### config.mk
export PLATFORM = sky130hd
export DESIGN_NAME = sdv_ctrl
export DESIGN_NICKNAME = d
export VERILOG_FILES = /design/src/sv/sdv_pkg.sv /design/src/sv/sdv_ctrl.sv
export VERILOG_INCLUDE_DIRS = /design/src /design/src/sv
export SDC_FILE = /design/constraint.sdc
export NUM_CORES = 1
export LEC_CHECK = 0
export BUFFER_PORTS_ARGS = -buffer_cell sky130_fd_sc_hd__buf_2
export CORE_MARGIN = 3
export CORE_UTILIZATION = 43
export DETAILED_ROUTE_END_ITERATION = 12
export HOLD_SLACK_MARGIN = 0.12
export PLACE_DENSITY_LB_ADDON = 0.08
export SLEW_MARGIN = 20
export SYNTH_ARGS = -nofsm -noshare
export SYNTH_HDL_FRONTEND = slang
export SYNTH_SLANG_ARGS = --single-unit
export TNS_END_PERCENT = 100
### constraint.sdc
create_clock -name clk -period 1.7 [get_ports clk]
set_input_delay 0.17 -clock clk [delete_from_list [all_inputs] [get_ports clk]]
set_output_delay 0.17 -clock clk [all_outputs]
set_load 0.005 [all_outputs]
### src/sv/sound_direction_vote_assert.svh
// Assertion macros shared by the sound direction vote RTL.
// Depends on nothing; included by modules that check their own logic.
`ifndef SOUND_DIRECTION_VOTE_ASSERT_SVH
`define SOUND_DIRECTION_VOTE_ASSERT_SVH
// Implication checked on every edge out of reset.
`define SDV_ASSERT_IMP(lbl, ante, cons) \
  lbl: assert property (@(posedge clk) disable iff (!rst_n) (ante) |-> (cons)) \
    else $error("sdv check failed");
// Next-cycle implication checked out of reset.
`define SDV_ASSERT_NEXT(lbl, ante, cons) \
  lbl: assert property (@(posedge clk) disable iff (!rst_n) (ante) |=> (cons)) \
    else $error("sdv check failed");
`endif

### src/sv/sdv_pkg.sv
// Shared types and constants of the sound direction vote block.
// No dependencies.
package sdv_pkg;
  localparam int HistDepth = 32;
  localparam int SlotW = 5;
  localparam int CntW = 6;
  localparam int NumBuckets = 10;
  localparam int TopBucket = 9;
  localparam logic [7:0] AngleMax = 8'd180;
  localparam logic [7:0] AngleDefault = 8'd90;
  localparam logic [15:0] MaxAgeReset = 16'd1000;
  localparam logic [9:0] UsPerMs = 10'd1000;

  localparam logic [1:0] ReqStore = 2'd0;
  localparam logic [1:0] ReqSelect = 2'd1;
  localparam logic [1:0] ReqClear = 2'd2;
  localparam logic [1:0] ReqUnused = 2'd3;

  typedef struct packed {
    logic [1:0]  req_type;
    logic [7:0]  angle_deg;
    logic [31:0] frame_energy;
    logic [15:0] diff_permille;
    logic [62:0] time_us;
  } in_word_t;

  typedef struct packed {
    logic        found;
    logic [7:0]  chosen_deg;
    logic [8:0]  used_count;
    logic [7:0]  min_deg;
    logic [7:0]  max_deg;
    logic [31:0] top_energy;
    logic [15:0] chosen_diff;
  } out_word_t;

  // Controller to datapath commands.
  typedef struct packed {
    logic load;      // capture input word
    logic do_store;  // write ring slot
    logic do_clear;  // empty history
    logic limit_mul; // compute age limit
    logic pass1_clr; // clear accumulators
    logic pass1;     // first walk step at index
    logic bsum_step; // neighbourhood step at bucket index
    logic pass2;     // second walk step at index
    logic finish;    // form result
    logic [SlotW:0] idx;
  } sdv_cmd_t;

  typedef struct packed {
    logic [1:0]     req;
  } sdv_sts_t;

  // Bucket of an angle: (deg + 10) / 20, capped at 9, via a compare chain.
  function automatic logic [3:0] bucket_of(input logic [7:0] deg);
    logic [8:0] t;
    t = {1'b0, deg} + 9'd10;
    if (t >= 9'd180) return 4'd9;
    else if (t >= 9'd160) return 4'd8;
    else if (t >= 9'd140) return 4'd7;
    else if (t >= 9'd120) return 4'd6;
    else if (t >= 9'd100) return 4'd5;
    else if (t >= 9'd80) return 4'd4;
    else if (t >= 9'd60) return 4'd3;
    else if (t >= 9'd40) return 4'd2;
    else if (t >= 9'd20) return 4'd1;
    else return 4'd0;
  endfunction
endpackage

### src/sv/sdv_ctrl.sv
// Sequencer of the sound direction vote: handshakes and query walk order.
// Depends on sdv_pkg.
module sdv_ctrl (
  input  logic              clk,
  input  logic              rst_n,
  input  logic              in_valid,
  output logic              in_ready,
  output logic              out_valid,
  input  logic              out_ready,
  input  sdv_pkg::sdv_sts_t sts,
  output sdv_pkg::sdv_cmd_t cmd
);
  typedef enum logic [2:0] {
    S_IDLE, S_DECODE, S_P1, S_BSUM, S_P2, S_FIN, S_OUT
  } state_t;

  localparam logic [5:0] LastIdx = 6'(sdv_pkg::HistDepth);

  state_t state_r;
  logic [5:0] idx_r;

  assign in_ready = (state_r == S_IDLE);
  assign out_valid = (state_r == S_OUT);

  // Commands from state.
  always_comb begin
    cmd = '0;
    cmd.idx = idx_r;
    cmd.load = in_valid && in_ready;
    case (state_r)
      S_DECODE: begin
        cmd.do_store = (sts.req == sdv_pkg::ReqStore);
        cmd.do_clear = (sts.req == sdv_pkg::ReqClear);
        cmd.limit_mul = 1'b1;
        cmd.pass1_clr = 1'b1;
      end
      S_P1:   cmd.pass1 = (idx_r != 6'd0);
      S_BSUM: cmd.bsum_step = 1'b1;
      S_P2:   cmd.pass2 = (idx_r != 6'd0);
      S_FIN:  cmd.finish = 1'b1;
      default: ;
    endcase
    // Read address runs one ahead of evaluation in the walks.
    if (state_r == S_P1 || state_r == S_P2) cmd.idx = idx_r;
  end

  // Walk the ring twice; evaluation at idx uses data read at idx-1.
  always_ff @(posedge clk) begin
    if (!rst_n) begin
      state_r <= S_IDLE;
      idx_r <= '0;
    end else begin
      case (state_r)
        S_IDLE: if (in_valid) state_r <= S_DECODE;
        S_DECODE: begin
          idx_r <= '0;
          state_r <= (sts.req == sdv_pkg::ReqSelect) ? S_P1 : S_IDLE;
        end
        S_P1: begin
          if (idx_r == LastIdx) begin
            idx_r <= '0; state_r <= S_BSUM;
          end else idx_r <= idx_r + 6'd1;
        end
        S_BSUM: begin
          if (idx_r == 6'(sdv_pkg::TopBucket)) begin
            idx_r <= '0; state_r <= S_P2;
          end else idx_r <= idx_r + 6'd1;
        end
        S_P2: begin
          if (idx_r == LastIdx) state_r <= S_FIN;
          else idx_r <= idx_r + 6'd1;
        end
        S_FIN: state_r <= S_OUT;
        S_OUT: if (out_ready) state_r <= S_IDLE;
        default: state_r <= S_IDLE;
      endcase
    end
  end

`include "sound_direction_vote_assert.svh"
  `SDV_ASSERT_NEXT(a_out_hold, out_valid && !out_ready, out_valid)
  `SDV_ASSERT_IMP(a_no_overlap, in_ready, !out_valid)
  `SDV_ASSERT_NEXT(a_fin_to_out, state_r == S_FIN, out_valid)
endmodule

==> metrics.csv <==
metric,value,unit
synth_xor_xnor_area_share,5.027,%
power_switching,0.0001700,W
hold_start,rst_n,
cp_data_required_time,1.53,ns
antenna_cells,0,
avgSynthCellArea,8.397,sq um
worst-r2r-setup-slack,0.14,ns
cts.root.buffer_cell,sky130_fd_sc_hd__clkbuf_4,
finalHoldViolCount,0,
syn_area,696.9,sq um
final_max_slew_viol_count,0,
muxShareOfSynthArea,0,%
design.final.nets,125,
crit_fanout,7,
numClockSinks,9,
worst_skew_pair.late_latency,0.28,ns
swShare,31.18,%
grt.overflow.total,0,
first_iter_violations,9,
die_area,0.002140,sq mm
max-vdd-ir-drop,383.2,uV
clock.fmax,609.9,MHz
cellPowerDensity,568.1,mW/mm^2
tightest_slew,0.3297,ns
dp_hpwl,1412,microns
crit_path_start,idx_r[1]$_SDFFE_PN0P_,
synth_largest_type_area_fraction,25.85,%
post-route-min-period,1.640,ns
hold_path_class,in2reg,
setup_repair_after_global_routing_missed_its_margin,yes,
die_h,46.26,microns
worst_case_reg_to_reg_path_depth,6,
firstDrtPassIters,4,
floorplan.initialDensity,49.25,%
totalWireLength,1891,microns
clock_slew_seen_by_the_registers_of_the_worst_setup_and_hold_paths,0.07,ns
synth_compound_gate_area_share,27.65,%
whs,0.1843,ns
power.share.sequential,42.0,%
synthAdderAreaFrac,5.386,%
setup.worst_path.start_class,register,
postSynthNetCount,92,
number_of_cts_inserted_buffers,3,
setup_violations,0,
postCtsHoldBufs,0,
top_level_ports,23,
num-fill-cells,125,
power.combinational.fraction,25.0,%
yosysTopAreaCell,sky130_fd_sc_hd__dfxtp_1,
synth-simple-area-share,30.52,%
htreeDepth,1,
critical_path_class,reg2out,
yosysUniqueCellTypes,41,
finalCritPeriodShare,96.44,%
residual_drc_count,0,
core_area,0.001415,sq mm
postSynthCellCount,83,
gp_congestion,0.8884,
route.antenna.remaining_nets,0,
max-clock-path-buffers,2,
cp-endpoint,cmd[9],
clock_skew,0.007213,ns
synth_top_family_by_area,simple AND/OR/NAND/NOR gates,
tritoncts_clock_tree,done,
setup_total_negative_slack,0,ns
cp-end-kind,output pin,
critical_path.reg2reg.startpoint,idx_r[1]$_SDFFE_PN0P_,
grt_pass1_wl,3077,microns
max_slew_margin,77.78,%
power_frac_clock,33.0,%
flip_flop_and_latch_count_after_synthesis,9,
leakagePower,0.4044,nW
antenna_found_initial,0,
dr_total_vias,755,
max-cap-violations,0,
fp-row-count,13,
synth-seq-area-share,25.85,%
post_synthesis_to_final_layout_area_growth,37.70,%
post-cts-setup-buffer-count,0,
portbufs,22,
critical_path.reg2reg.endpoint,idx_r[1]$_SDFFE_PN0P_,
dieWidth,46.26,microns
internal_power,0.0003752,W
post_drt_via_cell_ratio,5.808,
worst_ep_arrival,1.47,ns
yosysWarnings,0,
layout-drive-gt1-share,46.09,%
run_status,"complete, no violations",
routedWlPerCell,14.55,microns
grt_max_degree,12,
netlist_top_cells_area,"sky130_fd_sc_hd__dfxtp_1 26%, sky130_fd_sc_hd__ha_1 5.4%, sky130_fd_sc_hd__nor2_1 5.4%",
grt_util_all_layers,21.09,%
first_global_vias,677,
## stage by stage
stage               util [%]  total power (W)  worst slack [ns]  std cells  instance area (sq um)
floorplan                  -        0.0003056           0.07922         83                  696.9
global placement       62.25        0.0003516           0.06863        126                  880.8
detailed placement     62.25        0.0003534          -0.01680        126                  880.8
CTS                    65.61        0.0005459           0.03216        130                  928.4
global route           67.82        0.0005859          -0.01021        130                  959.7
finish                 67.82        0.0005452           0.06044        130                  959.7
## power groups by stage
stage | Clock, W | Sequential, W | Combinational (W)
final | 0.000180 | 0.000229 | 0.000136
after detailed placement | 0 | 0.000232 | 0.000122
after floorplan | 0 | 0.000233 | 0.0000723
after global routing | 0.000204 | 0.000230 | 0.000152
after CTS | 0.000188 | 0.000227 | 0.000131
after global placement | 0 | 0.000232 | 0.000120
## cells in the final DEF (no fill, tap or decap), types with 2 or more instances in the layout
master and count:
sky130_fd_sc_hd__a2111oi_4 2, sky130_fd_sc_hd__a21oi_1 4, sky130_fd_sc_hd__and2_1 5, sky130_fd_sc_hd__buf_2 22
sky130_fd_sc_hd__buf_4 10, sky130_fd_sc_hd__clkbuf_4 3, sky130_fd_sc_hd__dfxtp_1 3, sky130_fd_sc_hd__dfxtp_2 6
sky130_fd_sc_hd__ha_1 3, sky130_fd_sc_hd__inv_1 4, sky130_fd_sc_hd__nand2b_1 2, sky130_fd_sc_hd__nand4_1 4
sky130_fd_sc_hd__nor2_1 10, sky130_fd_sc_hd__nor2b_1 2, sky130_fd_sc_hd__o211ai_1 2, sky130_fd_sc_hd__o21ai_0 3
sky130_fd_sc_hd__xor2_1 3
## cell families (layout without fill, tap and decap cells)
logic type | count (synthesis) | in the layout
and+or+nand+nor | 34 | 34
AOI/OAI and AO/OA | 24 | 24
DFF | 9 | 9
buffers and inverters | 9 | 41
xor gates and xnor gates | 4 | 4
adders and majority gates | 3 | 3
## sequential cells by signal, indices dropped and copies added, names as in the netlist
register and flops:
state_r 3, idx_r 6
## final cells by class
type	count	area (sq um)	area share, %
repair buffers	32	185.2	19.30
multi-input cells	65	523.0	54.50
inverters	5	18.77	1.956
clock buffers	4	26.28	2.738
well taps	15	18.77	1.956
flip-flops and latches	9	187.7	19.56
## worst max-delay path, cell delays in order (launching register included)
cell	delay, ns
sky130_fd_sc_hd__dfxtp_2	0.33
sky130_fd_sc_hd__inv_1	0.06
sky130_fd_sc_hd__ha_1	0.18
sky130_fd_sc_hd__nor2b_4	0.16
sky130_fd_sc_hd__a2111oi_4	0.28
sky130_fd_sc_hd__buf_2	0.17
## per-layer routing
layer | part of all wire [%] | track usage, % | routed length (microns)
met2 | 47 | 33.24 | 892
met1 | 44 | 24.14 | 840
met3 | 5.5 | 7.813 | 104
met5 | 0 | 0 | 0
met4 | 2.9 | 11.93 | 54
## worst min-delay path by stage
stage	to	slack, ns	cells past startpoint
3_5_place_dp	state_r[2]$_SDFFE_PN0P_	0.48	2
4_1_cts	state_r[2]$_SDFFE_PN0P_	0.17	2
2_1_floorplan	state_r[1]$_SDFFE_PN0P_	0.30	1
6_report	state_r[2]$_SDFFE_PN0P_	0.18	2
3_3_place_gp	state_r[1]$_SDFFE_PN0P_	0.48	2
5_1_grt	state_r[2]$_SDFFE_PN0P_	0.18	2
## cells in the mapped netlist
cell / n
sky130_fd_sc_hd__a2111oi_0: 2
sky130_fd_sc_hd__a211o_1: 1
sky130_fd_sc_hd__a21boi_0: 1
sky130_fd_sc_hd__a21oi_1: 4
sky130_fd_sc_hd__a221o_1: 1
sky130_fd_sc_hd__a221o_2: 1
sky130_fd_sc_hd__a311oi_1: 1
sky130_fd_sc_hd__a311oi_2: 1
sky130_fd_sc_hd__a31oi_1: 1
sky130_fd_sc_hd__a32oi_2: 1
sky130_fd_sc_hd__and2_1: 5
sky130_fd_sc_hd__and4_1: 1
sky130_fd_sc_hd__buf_2: 1
sky130_fd_sc_hd__buf_4: 1
sky130_fd_sc_hd__clkbuf_1: 2
sky130_fd_sc_hd__dfxtp_1: 9
sky130_fd_sc_hd__ha_1: 3
sky130_fd_sc_hd__inv_1: 4
sky130_fd_sc_hd__inv_2: 1
sky130_fd_sc_hd__nand2_1: 1
sky130_fd_sc_hd__nand2_2: 1
sky130_fd_sc_hd__nand2b_1: 2
sky130_fd_sc_hd__nand3_1: 1
sky130_fd_sc_hd__nand4_1: 4
sky130_fd_sc_hd__nand4b_1: 1
sky130_fd_sc_hd__nor2_1: 10
sky130_fd_sc_hd__nor2b_1: 3
sky130_fd_sc_hd__nor3_2: 1
sky130_fd_sc_hd__nor3b_4: 1
sky130_fd_sc_hd__nor4_1: 1
sky130_fd_sc_hd__nor4b_1: 1
sky130_fd_sc_hd__o2111ai_1: 1
sky130_fd_sc_hd__o211ai_1: 2
sky130_fd_sc_hd__o21a_1: 1
sky130_fd_sc_hd__o21ai_0: 3
sky130_fd_sc_hd__o21bai_1: 1
sky130_fd_sc_hd__o221a_2: 1
sky130_fd_sc_hd__o22ai_1: 1
sky130_fd_sc_hd__or3_4: 1
sky130_fd_sc_hd__xnor2_1: 1
sky130_fd_sc_hd__xor2_1: 3
## repair_timing
item / in CTS / in global routing
endpoints found under the hold margin: 0 / 0
gates resized for setup: 6 / 7
endpoints found under the setup margin: 7 / 5
pin swaps: 2 / 0
Note: power is estimated with default switching activity, not from simulation.
